$ cat config.mk
export PLATFORM = sky130hd
export DESIGN_NAME = cfwk_store
export DESIGN_NICKNAME = d
export VERILOG_FILES = /design/src/sv/cfwk_pkg.sv /design/src/sv/cfwk_store.sv
export SDC_FILE = /design/constraint.sdc
export NUM_CORES = 2
export LEC_CHECK = 0
export ABC_AREA = 0
export BUFFER_PORTS_ARGS = -buffer_cell sky130_fd_sc_hd__buf_2
export CORE_MARGIN = 10
export CORE_UTILIZATION = 45
export CTS_BUF_LIST = sky130_fd_sc_hd__clkbuf_16
export CTS_CLUSTER_DIAMETER = 40
export DETAILED_ROUTE_END_ITERATION = 8
export PLACE_DENSITY = 0.59
export RECOVER_POWER = 100
export REMOVE_ABC_BUFFERS = 1
export SYNTH_ARGS = -nofsm -noshare
export SYNTH_HDL_FRONTEND = slang
export SYNTH_SLANG_ARGS = --single-unit
$ cat constraint.sdc
create_clock -name aclk -period 10.1 [get_ports aclk]
set_input_delay 1.01 -clock aclk [delete_from_list [all_inputs] [get_ports aclk]]
set_output_delay 1.01 -clock aclk [all_outputs]
set_load 0.02 [all_outputs]
$ cat src/sv/cfwk_pkg.sv
// ----------------------------------------------------------------------------
// cfwk_pkg
// Shared types and codes for the circular key FIFO with lookup.
// ----------------------------------------------------------------------------
package cfwk_pkg;

    localparam int KEY_W = 32;
    localparam int OCC_W = 8;

    typedef enum logic [1:0] {
        CMD_PUSH   = 2'd0,
        CMD_POP    = 2'd1,
        CMD_PEEK   = 2'd2,
        CMD_LOOKUP = 2'd3
    } cmd_t;

    typedef enum logic [1:0] {
        ST_OK    = 2'd0,
        ST_FULL  = 2'd1,
        ST_EMPTY = 2'd2,
        ST_DUP   = 2'd3
    } status_t;

    typedef enum logic [2:0] {
        S_IDLE,
        S_SCAN,
        S_HREAD,
        S_HDATA,
        S_DONE
    } state_t;

    // Port controls from the sequencer to the key store.
    typedef struct packed {
        logic rd_en;
        logic wr_en;
    } mem_ctl_t;

    // One finished result, handed from the sequencer to the output register.
    typedef struct packed {
        logic [KEY_W-1:0] out_key;
        status_t          status;
        logic             found;
        logic [OCC_W-1:0] occupancy;
        logic             is_empty;
        logic             is_full;
    } result_t;

endpackage

$ cat src/sv/cfwk_store.sv
// ----------------------------------------------------------------------------
// cfwk_store
// Key storage RAM: one write port, one read port with registered read data.
// ----------------------------------------------------------------------------
module cfwk_store
    import cfwk_pkg::*;
#(
    parameter int DEPTH = 128,
    parameter int AW    = 7
) (
    input  logic             aclk,
    input  mem_ctl_t         ctl,
    input  logic [AW-1:0]    wr_addr,
    input  logic [KEY_W-1:0] wr_data,
    input  logic [AW-1:0]    rd_addr,
    output logic [KEY_W-1:0] rd_data
);

    logic [KEY_W-1:0] mem [DEPTH];
    logic [KEY_W-1:0] rd_data_reg;

    always_ff @(posedge aclk) begin
        if (ctl.wr_en) begin
            mem[wr_addr] <= wr_data;
        end
    end

    always_ff @(posedge aclk) begin
        if (ctl.rd_en) begin
            rd_data_reg <= mem[rd_addr];
        end
    end

    assign rd_data = rd_data_reg;

endmodule

-- Yosys cells after proc, flatten, opt, wreduce, memory -nomap -nowiden
Memory sizes are Yosys's and may differ from the RTL's. A register that Yosys moved wholly into a read port is not among the register bits.
Cells that the tools add are included.
- flip-flop bits (word level): 0
- latch bits: 0
- RAM bits: 4096
- bits in read-only memories: 0
- bits of input ports: 49
- output and inout port bits: 32
- memories: 1
- memory list (memory ; words ; width ; read ports ; clocked after Yosys merged registers in ; wr ports ; RTL line ; RTL):
    mem ; 128 ; 32 ; 1 ; 1 ; 1 ; cfwk_store.sv:19 ; logic [KEY_W-1:0] mem [DEPTH];
- $add $sub $neg: 0
- multiply operators: 0
- divide/modulo/power cells: 0
- magnitude comparators: 0
- equal/unequal tests: 0
- shifts and indexed selects: 0
- muxes and demuxes: 2
- bitwise logic cells: 0
- reductions and logical operators: 0
- operator list (kind ; count):
    two-way mux 1 bit ; 2

-- Logic depth before layout (Yosys ltp)
- depth in word-level cells: 2
- mapped depth: 8

-- Least setup slack after synthesis
Ideal clock, no wire load.
- path kind: input -> register
- start point: input port ctl[0] in the netlist's numbering
- end point: memory mem[98][0] (enable)
- library setup time: 461 ps
- arrival time: 3788 ps
- required time: 9639 ps
- setup slack: 5851 ps
- stages on the path: 3
- cell sequence: clkbuf_1 -> nand4_1 -> nor3_1
- cells in the longest elaborated chain, start to end: 2
- ends and longest elaborated chain (item ; RTL line ; RTL):
    start, declared ; cfwk_store.sv:12 ; input mem_ctl_t ctl,
    two-way mux 1 bit ; cfwk_store.sv:23 ; if (ctl.wr_en) begin
    two-way mux 1 bit (not written as such) ; cfwk_store.sv:24 ; mem[wr_addr] <= wr_data;
    end, declared ; cfwk_store.sv:19 ;
No other way between the ends.

-- Final worst setup path
- start point: input port wr_data[12]
- end point: memory mem[53][12], data pin
- RTL lines (item ; RTL line ; RTL):
    start, declared ; cfwk_store.sv:14 ; input logic [KEY_W-1:0] wr_data,
No word-level cell before the write port.

==> metrics.yaml <==
status: "complete, but fails checks"
violations: "capacitance limit, slew limit"
cts_tree: "yes"
rows: 216
cp_data_arrival_time_ps: 6530
clkPwrFrac_pct: 47.3
die_h_um: 610
setup_viol: 0
rsz0062_at_grt: "false"
r2r-start: "mem[117][2]"
cts_buffers: 526
first_global_vias: 72900
grt_pass1_wl_um: 602000
postCtsSetupBuffers: 0
p_total_mw: 39.7
firstDrtPassIters: 6
h-tree-depth: 6
ioPinCount: 81
finalNetCount: 6560
clkLatencyLatePin_ps: 1020
finalCritPeriodShare_pct: 63.0
swShare_pct: 21.8
end_kind: "register"
ctsResizeCount: 0
track_usage_pct: 23.1
fmax_mhz: 157
worstSetupStartpoint: "wr_data[12]"
setup_tns_ps: 0
cts_root_buf: "clkbuf_16"
combPwrFrac_pct: 4.7
ys_types: 16
hold_viol_final: 0
p_seq_share_pct: 48.0
num-fill-cells: 26200
clock-sinks: 4128
mostFrequentLayoutCells: "4128 x edfxtp_1, 1344 x mux4_2, 534 x clkbuf_16"
cp_slowest_stage_delay_ps: 3090
netlist_instances: 5990
setup.worst_path.end: "mem[53][12]"
timing.critical_path.buf_inv: 2
areaGrowthSynthToFinish_pct: 15.7
vias: 72600
final_common_cell: "edfxtp_1"
clock_tree.buffer_depth: 4
synth_warnings: 0
peakVddDrop_uv: 171
crit_family: "buffers and inverters"
crit_path_start_kind: "primary input"
power_density_mw_per_mm2: 219
cp_common_cell: "clkbuf_1"
cp.depth: 2
ys_seq_area_share_pct: 79.2
dieArea_mm2: 0.372
regArea_mm2: 0.124
slowest_stage: "clkbuf_1"
holdBufCountCts: 0
die_w_um: 610
place.gp.congestion: 0.790
r2r-end: "rd_data[2]"
worst_slew_pin_slew_ps: 5240
crit_fanout: 83
wl_per_cell_um: 37.8
antenna_found_initial: 60
cts.clk_slew.worst_paths_ps: 50
multi_input_area_mm2: 0.0321
synth_area_mm2: 0.157
path_class: "primary input to register"
viasPerCell: 6.29
drc: 0
slew_headroom_pct: -249
worstPathRequired_ps: 10270
drtAntennaViolNets: 0
r2r_slack_ps: 7260
ys_seq_elements: 4128
p_leak_nw: 55.4
core_area_mm2: 0.346
drt_iter0_drc: 10200
cp_cell_sequence: "clkbuf_1 > clkbuf_1"
worst_r2r_path_depth: 4
syn_area_per_cell_um2: 26.1
gr-total-overflow: 0
portBuffers: 80
slew_viol_final: 8552
largest_register_ffs: 4096
hpwl_um: 235000
min_period_ps: 6360
grt_start_max_net_pins: 127
internal-power_mw: 31.0
drv_cap: 210
routed_wl_um: 437000
finClkSkew_ps: 79.2
p_sw_mw: 8.67
drive_gt1_share_pct: 34.4
initial_core_util_pct: 45.2
hold_path_class: "primary input to register"
[metal layers]
layer	vias up	GRT usage, %	part of all wire, %
li1	27700	-	-
met1	40400	32.9	40
met3	680	4.29	9.2
met2	3786	37.1	48
met5	-	0	0.038
met4	24	6.07	2.7
[synth_stat cells (all sizes together)]
cell	number	area, um2
nor3	9	45.0
nor2b	7	43.8
nand2	14	52.6
edfxtp	4128	124000
nand2b	2	12.5
nand4	3	18.8
clkbuf	182	683
or3	1	6.26
buf	134	628
nor2	122	458
nand3	12	60.1
mux2	32	360
mux4	1344	30300
[layout make-up]
type | instances | share of cell area [%]
clock inverter | 415 | 2.40
timing repair buffer | 309 | 0.905
sequential | 4128 | 68.4
antenna | 35 | 0.0483
tap | 4578 | 3.16
multi-input combinational | 1546 | 17.7
clock buffer | 534 | 7.37
[how the worst min path moves through the flow]
| stage | startpoint | slack, ps | endpoint | cells past startpoint |
|---|---|---|---|---|
| after floorplan | wr_data[0] | 1110 | mem[0][0] | 0 |
| after global placement | mem[87][9] | 1210 | rd_data[9] | 4 |
| after detailed placement | mem[90][15] | 1200 | rd_data[15] | 4 |
| after CTS | wr_data[8] | 350 | mem[32][8] | 1 |
| after global routing | wr_data[8] | 840 | mem[3][8] | 1 |
| final | wr_data[8] | 830 | mem[3][8] | 1 |
[power by group through the flow]
| stage | clock network (mW) | logic [mW] | registers, mW |
|---|---|---|---|
| after floorplan | 0 | 0.699 | 19.3 |
| after global placement | 0 | 1.86 | 19.4 |
| after detailed placement | 0 | 1.89 | 19.4 |
| after global routing | 19.7 | 1.93 | 19.1 |
| after CTS | 19.0 | 1.89 | 19.0 |
| final | 18.8 | 1.86 | 19.1 |
[kinds of logic (layout without fill, tap and decap cells)]
| kind of cell | count (synthesis) | in the layout | share of synthesized area [%] |
|---|---|---|---|
| buf+inv | 316 | 1258 | 0.837 |
| flops | 4128 | 4128 | 79.2 |
| mux | 1376 | 1376 | 19.6 |
| other cells | 0 | 35 | 0 |
| simple gates | 170 | 170 | 0.445 |
[stage by stage]
| stage | cell area (um2) | hold WS [ps] | setup slack, ps | util [%] | instances |
|---|---|---|---|---|---|
| 2_1_floorplan | 155000 | 1110 | 5880 | - | 5674 |
| 3_3_place_gp | 164000 | 1210 | 4640 | 47.5 | 10600 |
| 3_5_place_dp | 164000 | 1200 | 4660 | 47.5 | 10600 |
| 4_1_cts | 182000 | 352 | 5730 | 52.6 | 11500 |
| 5_1_grt | 181000 | 844 | 3290 | 52.3 | 11500 |
| 6_report | 181000 | 829 | 3740 | 52.3 | 11500 |
(Power assumes the default switching activity.)
