--- src/sv/cfwk_pkg.sv ---
// ----------------------------------------------------------------------------
// cfwk_pkg
// Shared types and codes for the circular key FIFO with lookup.
// ----------------------------------------------------------------------------
package cfwk_pkg;

    localparam int KEY_W = 32;
    localparam int OCC_W = 8;

    typedef enum logic [1:0] {
        CMD_PUSH   = 2'd0,
        CMD_POP    = 2'd1,
        CMD_PEEK   = 2'd2,
        CMD_LOOKUP = 2'd3
    } cmd_t;

    typedef enum logic [1:0] {
        ST_OK    = 2'd0,
        ST_FULL  = 2'd1,
        ST_EMPTY = 2'd2,
        ST_DUP   = 2'd3
    } status_t;

    typedef enum logic [2:0] {
        S_IDLE,
        S_SCAN,
        S_HREAD,
        S_HDATA,
        S_DONE
    } state_t;

    // Port controls from the sequencer to the key store.
    typedef struct packed {
        logic rd_en;
        logic wr_en;
    } mem_ctl_t;

    // One finished result, handed from the sequencer to the output register.
    typedef struct packed {
        logic [KEY_W-1:0] out_key;
        status_t          status;
        logic             found;
        logic [OCC_W-1:0] occupancy;
        logic             is_empty;
        logic             is_full;
    } result_t;

endpackage

--- src/sv/cfwk_ctrl.sv ---
// ----------------------------------------------------------------------------
// cfwk_ctrl
// Sequencer: ring pointers, occupancy, and the shared key comparator that
// walks the held entries one per cycle for push and lookup.
// ----------------------------------------------------------------------------
module cfwk_ctrl
    import cfwk_pkg::*;
#(
    parameter int DEPTH = 128,
    parameter int AW    = 7,
    parameter int CW    = 8
) (
    input  logic             aclk,
    input  logic             aresetn,
    input  logic             in_fire,
    input  logic [1:0]       in_cmd,
    input  logic [KEY_W-1:0] in_key,
    output logic             in_ready,
    output mem_ctl_t         mem_ctl,
    output logic [AW-1:0]    wr_addr,
    output logic [KEY_W-1:0] wr_data,
    output logic [AW-1:0]    rd_addr,
    input  logic [KEY_W-1:0] rd_data,
    output logic             res_valid,
    input  logic             res_take,
    output result_t          res
);

    localparam logic [AW-1:0] LAST_SLOT = AW'(DEPTH - 1);
    localparam logic [CW-1:0] FULL_CNT  = CW'(DEPTH);

    function automatic logic [AW-1:0] wrap_inc(input logic [AW-1:0] p);
        logic [AW-1:0] n;
        n = (p == LAST_SLOT) ? '0 : p + AW'(1);
        return n;
    endfunction

    state_t           state_reg, state_next;
    cmd_t             cmd_reg, cmd_next;
    logic [KEY_W-1:0] key_reg, key_next;
    logic [AW-1:0]    head_reg, head_next;
    logic [AW-1:0]    tail_reg, tail_next;
    logic [CW-1:0]    count_reg, count_next;
    logic [CW-1:0]    idx_reg, idx_next;
    logic [AW-1:0]    scan_ptr_reg, scan_ptr_next;
    logic             cmp_valid_reg, cmp_valid_next;
    logic             hit_reg, hit_next;
    logic [KEY_W-1:0] rkey_reg, rkey_next;

    logic             is_full_now;
    logic [CW-1:0]    cnt_after;
    logic             do_write;
    logic             do_advance;

    always_ff @(posedge aclk) begin
        if (!aresetn) begin
            state_reg     <= S_IDLE;
            head_reg      <= '0;
            tail_reg      <= LAST_SLOT;
            count_reg     <= '0;
            cmp_valid_reg <= 1'b0;
        end else begin
            state_reg     <= state_next;
            head_reg      <= head_next;
            tail_reg      <= tail_next;
            count_reg     <= count_next;
            cmp_valid_reg <= cmp_valid_next;
        end
    end

    always_ff @(posedge aclk) begin
        cmd_reg      <= cmd_next;
        key_reg      <= key_next;
        idx_reg      <= idx_next;
        scan_ptr_reg <= scan_ptr_next;
        hit_reg      <= hit_next;
        rkey_reg     <= rkey_next;
    end

    assign is_full_now = (count_reg == FULL_CNT);

    // Result and the state change it implies, valid while in S_DONE.
    always_comb begin
        res           = '0;
        res.status    = ST_OK;
        cnt_after     = count_reg;
        do_write      = 1'b0;
        do_advance    = 1'b0;
        unique case (cmd_reg)
            CMD_PUSH: begin
                if (hit_reg) begin
                    res.status = ST_DUP;
                    res.found  = 1'b1;
                end else if (is_full_now) begin
                    res.status = ST_FULL;
                end else begin
                    do_write  = 1'b1;
                    cnt_after = count_reg + CW'(1);
                end
            end
            CMD_POP: begin
                if (count_reg == '0) begin
                    res.status = ST_EMPTY;
                end else begin
                    res.out_key = rkey_reg;
                    do_advance  = 1'b1;
                    cnt_after   = count_reg - CW'(1);
                end
            end
            CMD_PEEK: begin
                if (count_reg == '0) begin
                    res.status = ST_EMPTY;
                end else begin
                    res.out_key = rkey_reg;
                end
            end
            CMD_LOOKUP: begin
                res.found = hit_reg;
            end
            default: begin
                res.status = ST_OK;
            end
        endcase
        res.occupancy = OCC_W'(cnt_after);
        res.is_empty  = (cnt_after == '0);
        res.is_full   = (cnt_after == FULL_CNT);
    end

    always_comb begin
        state_next     = state_reg;
        cmd_next       = cmd_reg;
        key_next       = key_reg;
        head_next      = head_reg;
        tail_next      = tail_reg;
        count_next     = count_reg;
        idx_next       = idx_reg;
        scan_ptr_next  = scan_ptr_reg;
        cmp_valid_next = 1'b0;
        hit_next       = hit_reg;
        rkey_next      = rkey_reg;
        mem_ctl        = '0;
        rd_addr        = head_reg;
        wr_addr        = wrap_inc(tail_reg);
        wr_data        = key_reg;
        in_ready       = 1'b0;
        res_valid      = 1'b0;

        unique case (state_reg)
            S_IDLE: begin
                in_ready = 1'b1;
                if (in_fire) begin
                    cmd_next      = cmd_t'(in_cmd);
                    key_next      = in_key;
                    idx_next      = '0;
                    scan_ptr_next = head_reg;
                    hit_next      = 1'b0;
                    if (cmd_t'(in_cmd) == CMD_PUSH || cmd_t'(in_cmd) == CMD_LOOKUP) begin
                        state_next = S_SCAN;
                    end else if (count_reg == '0) begin
                        state_next = S_DONE;
                    end else begin
                        state_next = S_HREAD;
                    end
                end
            end
            S_SCAN: begin
                // Reads are issued back to back; each compare lands in the cycle after its read.
                rd_addr = scan_ptr_reg;
                if (idx_reg != count_reg) begin
                    mem_ctl.rd_en  = 1'b1;
                    cmp_valid_next = 1'b1;
                    idx_next       = idx_reg + CW'(1);
                    scan_ptr_next  = wrap_inc(scan_ptr_reg);
                end else if (!cmp_valid_reg) begin
                    state_next = S_DONE;
                end
                if (cmp_valid_reg && rd_data == key_reg) begin
                    hit_next = 1'b1;
                end
            end
            S_HREAD: begin
                mem_ctl.rd_en = 1'b1;
                state_next    = S_HDATA;
            end
            S_HDATA: begin
                rkey_next  = rd_data;
                state_next = S_DONE;
            end
            S_DONE: begin
                res_valid = 1'b1;
                if (res_take) begin
                    mem_ctl.wr_en = do_write;
                    count_next    = cnt_after;
                    if (do_write) begin
                        tail_next = wrap_inc(tail_reg);
                    end
                    if (do_advance) begin
                        head_next = wrap_inc(head_reg);
                    end
                    state_next = S_IDLE;
                end
            end
            default: begin
                state_next = S_IDLE;
            end
        endcase
    end

endmodule

--- config.mk ---
export PLATFORM = sky130hd
export DESIGN_NAME = cfwk_ctrl
export DESIGN_NICKNAME = d
export VERILOG_FILES = /design/src/sv/cfwk_pkg.sv /design/src/sv/cfwk_ctrl.sv
export SDC_FILE = /design/constraint.sdc
export NUM_CORES = 1
export LEC_CHECK = 0
export ABC_CLOCK_PERIOD_IN_PS = 5700
export BUFFER_PORTS_ARGS = -buffer_cell sky130_fd_sc_hd__buf_4
export CELL_PAD_IN_SITES_DETAIL_PLACEMENT = 2
export CELL_PAD_IN_SITES_GLOBAL_PLACEMENT = 2
export CORE_ASPECT_RATIO = 0.7
export CORE_MARGIN = 2
export CORE_UTILIZATION = 34
export DETAILED_ROUTE_END_ITERATION = 16
export GPL_TIMING_DRIVEN = 1
export PLACE_DENSITY_LB_ADDON = 0.1
export SYNTH_ARGS = -nofsm -noshare
export SYNTH_HDL_FRONTEND = slang
export SYNTH_SLANG_ARGS = --single-unit
--- constraint.sdc ---
create_clock -name aclk -period 5.7 [get_ports aclk]
set_input_delay 0 -clock aclk [delete_from_list [all_inputs] [get_ports aclk]]
set_output_delay 0 -clock aclk [all_outputs]
set_load 0.1 [all_outputs]
# Word-level counts from Yosys, hierarchy flattened
# Index checks and enable logic that the tools add are counted.
# totals
reg_bits	108
output_inout_bits	95
in_bits	70
word_cells	98
# op_classes
n_mux	43
add_sub_neg	6
n_eq_ne	21
reduce_logical	17
# op_table
cell	n
2-to-1 mux 32 bit	2
2-to-1 mux 7 bit	6
2-to-1 mux 8 bit	5
== test 32 bit	1
one-hot mux 8 bit (2 select lines)	2
adder 7 x 1 -> 7 bit (second input constant)	3
== test 7 bit (second input constant)	3
2-to-1 mux 3 bit	6
adder 8 x 1 -> 8 bit (second input constant)	2
== test 8 bit (second input constant)	2
zero test 8 bit	2
one-hot mux 3 bit (5 select lines)	1
2-to-1 mux 1 bit	14
one-hot mux 7 bit (2 select lines)	1
inequality test 2 bit (second input constant)	6
AND reduction 3 bit	4
inequality test 8 bit	1
subtractor 8 x 1 -> 8 bit (second input constant)	1
== test 2 bit (second input constant)	3
== test 3 x 2 -> 1 bit (second input constant)	2
one-hot mux 1 bit (2 select lines)	3
AND reduction 2 bit	3
zero test 2 bit	2
2-to-1 mux 2 bit	2
other kinds (10)	10

# Longest topological paths before layout
# depth
word_depth	6
mapped_depth	10
ltp_nobuf	9

# Least setup slack after synthesis
# Ideal clock, no wire load.
# synth_timing
kind	register to register
from	register state_reg[2]
to	register head_reg[0]
stages_incl_launch_ff	7
required_time_ns	5.579
path_slack_ns	1.380
setup_ns	0.121
path_buffers	0
arrival_ns	4.199
synth_period_minus_slack_ns	4.320
path_cell_list	dfxtp_1 > nor3b_1 > nand2_1 > nor3_1 > nand4_1 > o21ai_1 > nor2_1
# synth_via
elab_chain_len	2
# synth_lines
item	line	rtl
start, declared	cfwk_ctrl.sv:38	state_t state_reg, state_next;
start signal, assigned	cfwk_ctrl.sv:63	state_reg <= state_next;
== test 3 bit	cfwk_ctrl.sv:148	unique case (state_reg)
AND reduction 3 bit (no line)	--	
end signal, assigned	cfwk_ctrl.sv:64	head_reg <= head_next;
end, declared	cfwk_ctrl.sv:41	logic [AW-1:0] head_reg, head_next;
# No other way between the ends.
# A chain may end at the register's enable or synchronous reset.

==> impl_metrics.csv <==
group,metric,value,unit
cells_and_area,design_area,7810,sq um
sta,slew_viol_final,0,
global_route,grt_pass1_wl,35.26,mm
global_route,met2_usage,0.5229,
global_route,grt_overflow,0,
sta,period_minus_slack,3803,ps
synthesis,synthFlopType,"edfxtp_1",
sta,setup_violations,0,
cells_and_area,area_delta_synth_final,43.63,%
cts,cts_tree,"yes",
detailed_routing,routed_wl,23.81,mm
cts,cts.repair.resized,0,
detailed_routing,vias,4967,
setup_path,cp_num_buf_inv,2,
sta,setup_slack,1897,ps
sta,fmaxAchievable,263.0,MHz
synthesis,ys_ff_latch,108,
cts,cts_root_buf,"clkbuf_16",
setup_path,crit_family,"simple AND/OR/NAND/NOR gates",
global_route,grt_pass1_vias,5607,
cells_and_area,nNetsFinal,803,
synthesis,synth_top_cell_area_share,0.4528,
die,rows,38,
cts,clock_sinks,108,
cells_and_area,final_util,0.5023,
sta,fin_hold_ws,83.95,ps
die,start_util,0.3498,
power_and_ir_drop,p_total,4.409,mW
setup_path,cp.required,5700,ps
setup_path,crit_type,"flip-flop to output port",
die,die-height,109.8,microns
placement,dp_hpwl,14.21,mm
synthesis,ys_async_sr_fraction,0,
global_route,use_met3,0.05479,
synthesis,synthesis.nets,584,
placement,dpl_worst_slack,2354,ps
global_route,grt_use_total,0.2824,
setup_path,cp_slowest_stage_delay,830,ps
synthesis,synth_edf_count,82,
die,die_w,155.2,microns
synthesis,synth.area.mux_share,0.01473,
sta,max_slew_margin,0.1739,
placement,place_area,6822,sq um
synthesis,synth_top_family_by_area,"simple AND/OR/NAND/NOR gates",
cts,postCtsSetupBuffers,0,
detailed_routing,drt_iter0_markers,308,
synthesis,synthesis.area,5438,sq um
cells_and_area,antenna_cells,0,
synthesis,synthSimpleGateAreaFrac,0.2066,
setup_path,end_kind,"output port",
sta,rsz0062_at_grt,"no",
die,io_pins,165,
cts,cts_buffers,9,
die,core,15550,sq um
setup_path,critPathSlowestCell,"nand2_1",
placement,gp_congestion,0.8141,
sta,worst_pin_slew,1236,ps
power_and_ir_drop,worst_ir_drop_vdd,353.9,uV
global_route,grt.met1_usage,0.3280,
status,status,"finished, final reports clean",
synthesis,netlist_instances,505,
synthesis,synth-seq-area-share,0.5486,
cts,clk_pin_slew,80,ps
placement,place_inst,846,
setup_path,start_kind,"flip-flop",
synthesis,synthAdderAreaFrac,0.02071,
setup_path,arrival,3800,ps
run,maxCapViolCount,0,
cells_and_area,final_cell_count_no_fill,929,
synthesis,synth_cell_types,56,
power_and_ir_drop,power-per-cell-area,564.5,nW/um^2
detailed_routing,drc,0,
global_route,grt_antenna_before_repair,0,
sta,hold_viol,0,
setup_path,path_max_fanout,35,
synthesis,synth_compound_area_frac,0.07294,
synthesis,ys_warn_count,0,
sta,skew,11.04,ps
detailed_routing,ant_nets,0,
global_route,grt_max_degree,36,
placement,io_buffers,164,
detailed_routing,via_per_inst,5.347,
setup_path,crit_chain,"inv_1 -> ha_1 -> nor3b_4 -> nand2_1 -> a221oi_1 -> a211o_1 -> nand4b_1 -> nor2_1 -> buf_4",
sta,setup_tns,0,ps
synthesis,synth_xor_area_frac,0.1047,
detailed_routing,drt-pass1-iter-count,4,
power_and_ir_drop,power.leakage,3.285,nW
die,die_area,17040,sq um
synthesis,synth_top_area_cell,"edfxtp_1",
detailed_routing,wl_per_cell,25.63,microns
synthesis,synthTopCellsByArea,"edfxtp_1 (45%), dfxtp_1 (9.6%), xnor2_1 (5.3%)",
cts,cts_buffer_depth,2,
cts,clock_latency,370,ps
global_route,grt_busiest_layer,"met2",
synthesis,syn_avg_cell_area,10.77,sq um
cts,ctsHoldBuffers,67,
sta,post-route-period-util,0.6671,
min_path,hold_class,"input port to flip-flop",
cts,cts.htree.levels,3,
cells_and_area,drive_gt1_frac,0.2689,
-- layout make-up --
class	count	area, sq um
Clock buffer	9	225.2
Timing Repair Buffer	232	1909
Clock inverter	7	92.59
Sequential cell	108	2983
Multi-Input combinational cell	357	2290
Inverter	16	60.06
Tap cell	200	250.2
Fill cell	1566	7737
-- synthesized netlist by cell type, types with 3 or more instances --
master	n
edfxtp_1	82
o31ai_1	4
o21ai_0	14
dfxtp_1	26
nor4_1	8
mux2i_1	8
a21oi_1	9
or3_1	5
clkbuf_1	16
nand3_1	14
and3_1	39
nor2_1	47
o21ai_1	4
xnor2_1	33
buf_2	6
inv_1	14
o311ai_0	3
xor2_1	32
nand2_1	56
a221oi_1	3
nor3_1	7
nand4_1	11
and2_1	3
a211o_1	3
ha_1	9
nand2b_1	6
-- cells by family (layout without fill, tap and decap cells) --
kind of cell	count (synthesis)	count (layout)
AO/OA/AOI/OAI	58	58
XOR/XNOR	65	65
adder cells (fa/ha/maj)	9	9
buffers and inverters	40	264
flip-flops	108	108
multiplexers	8	8
AND/OR/NAND/NOR	217	217
-- layout by cell type (no fill, tap or decap), types with 3 or more instances in the layout --
master and count:
a211o_1 3, a21oi_1 9, a221oi_1 3, and2_1 3, and3_1 39, buf_4 165
clkbuf_16 9, dfxtp_1 26, dlygate4sd3_1 67, edfxtp_1 82, ha_1 9, inv_1 14
mux2i_1 8, nand2_1 56, nand2b_1 6, nand3_1 14, nand4_1 11, nor2_1 46
nor3_1 7, nor4_1 8, o21ai_0 14, o21ai_1 4, o311ai_0 3, o31ai_1 4
or3_1 5, xnor2_1 33, xor2_1 32
-- worst min-delay path: cells and delay by family --
family | cells | cell delay (ps)
AOI/OAI and AO/OA | 1 | 120
buffers and inverters | 1 | 100
and+or+nand+nor | 1 | 90
-- worst paths after layout --
check	slack [ps]	cells past startpoint	start	to
max	1900	9	count_reg[1]$_SDFFE_PN0P_	res[0]
min	80	3	in_fire	hit_reg$_DFFE_PP_
max reg2reg	2610	8	count_reg[1]$_SDFFE_PN0P_	count_reg[0]$_SDFFE_PN0P_
min reg2reg	570	2	tail_reg[5]$_SDFFE_PN1P_	tail_reg[5]$_SDFFE_PN1P_
-- per-layer routing --
metal | routed length (microns) | up-vias | part of all wire
li1 | - | 2255 | -
met1 | 9499 | 2515 | 0.40
met2 | 12440 | 157 | 0.52
met3 | 1172 | 40 | 0.049
met4 | 705 | 0 | 0.030
met5 | 0 | - | 0
-- where the power goes --
| group | internal [mW] | switching, mW |
|---|---|---|
| Clock | 0.354 | 0.348 |
| Combinational | 0.540 | 1.94 |
| Sequential | 1.04 | 0.190 |
(Power assumes the default switching activity.)
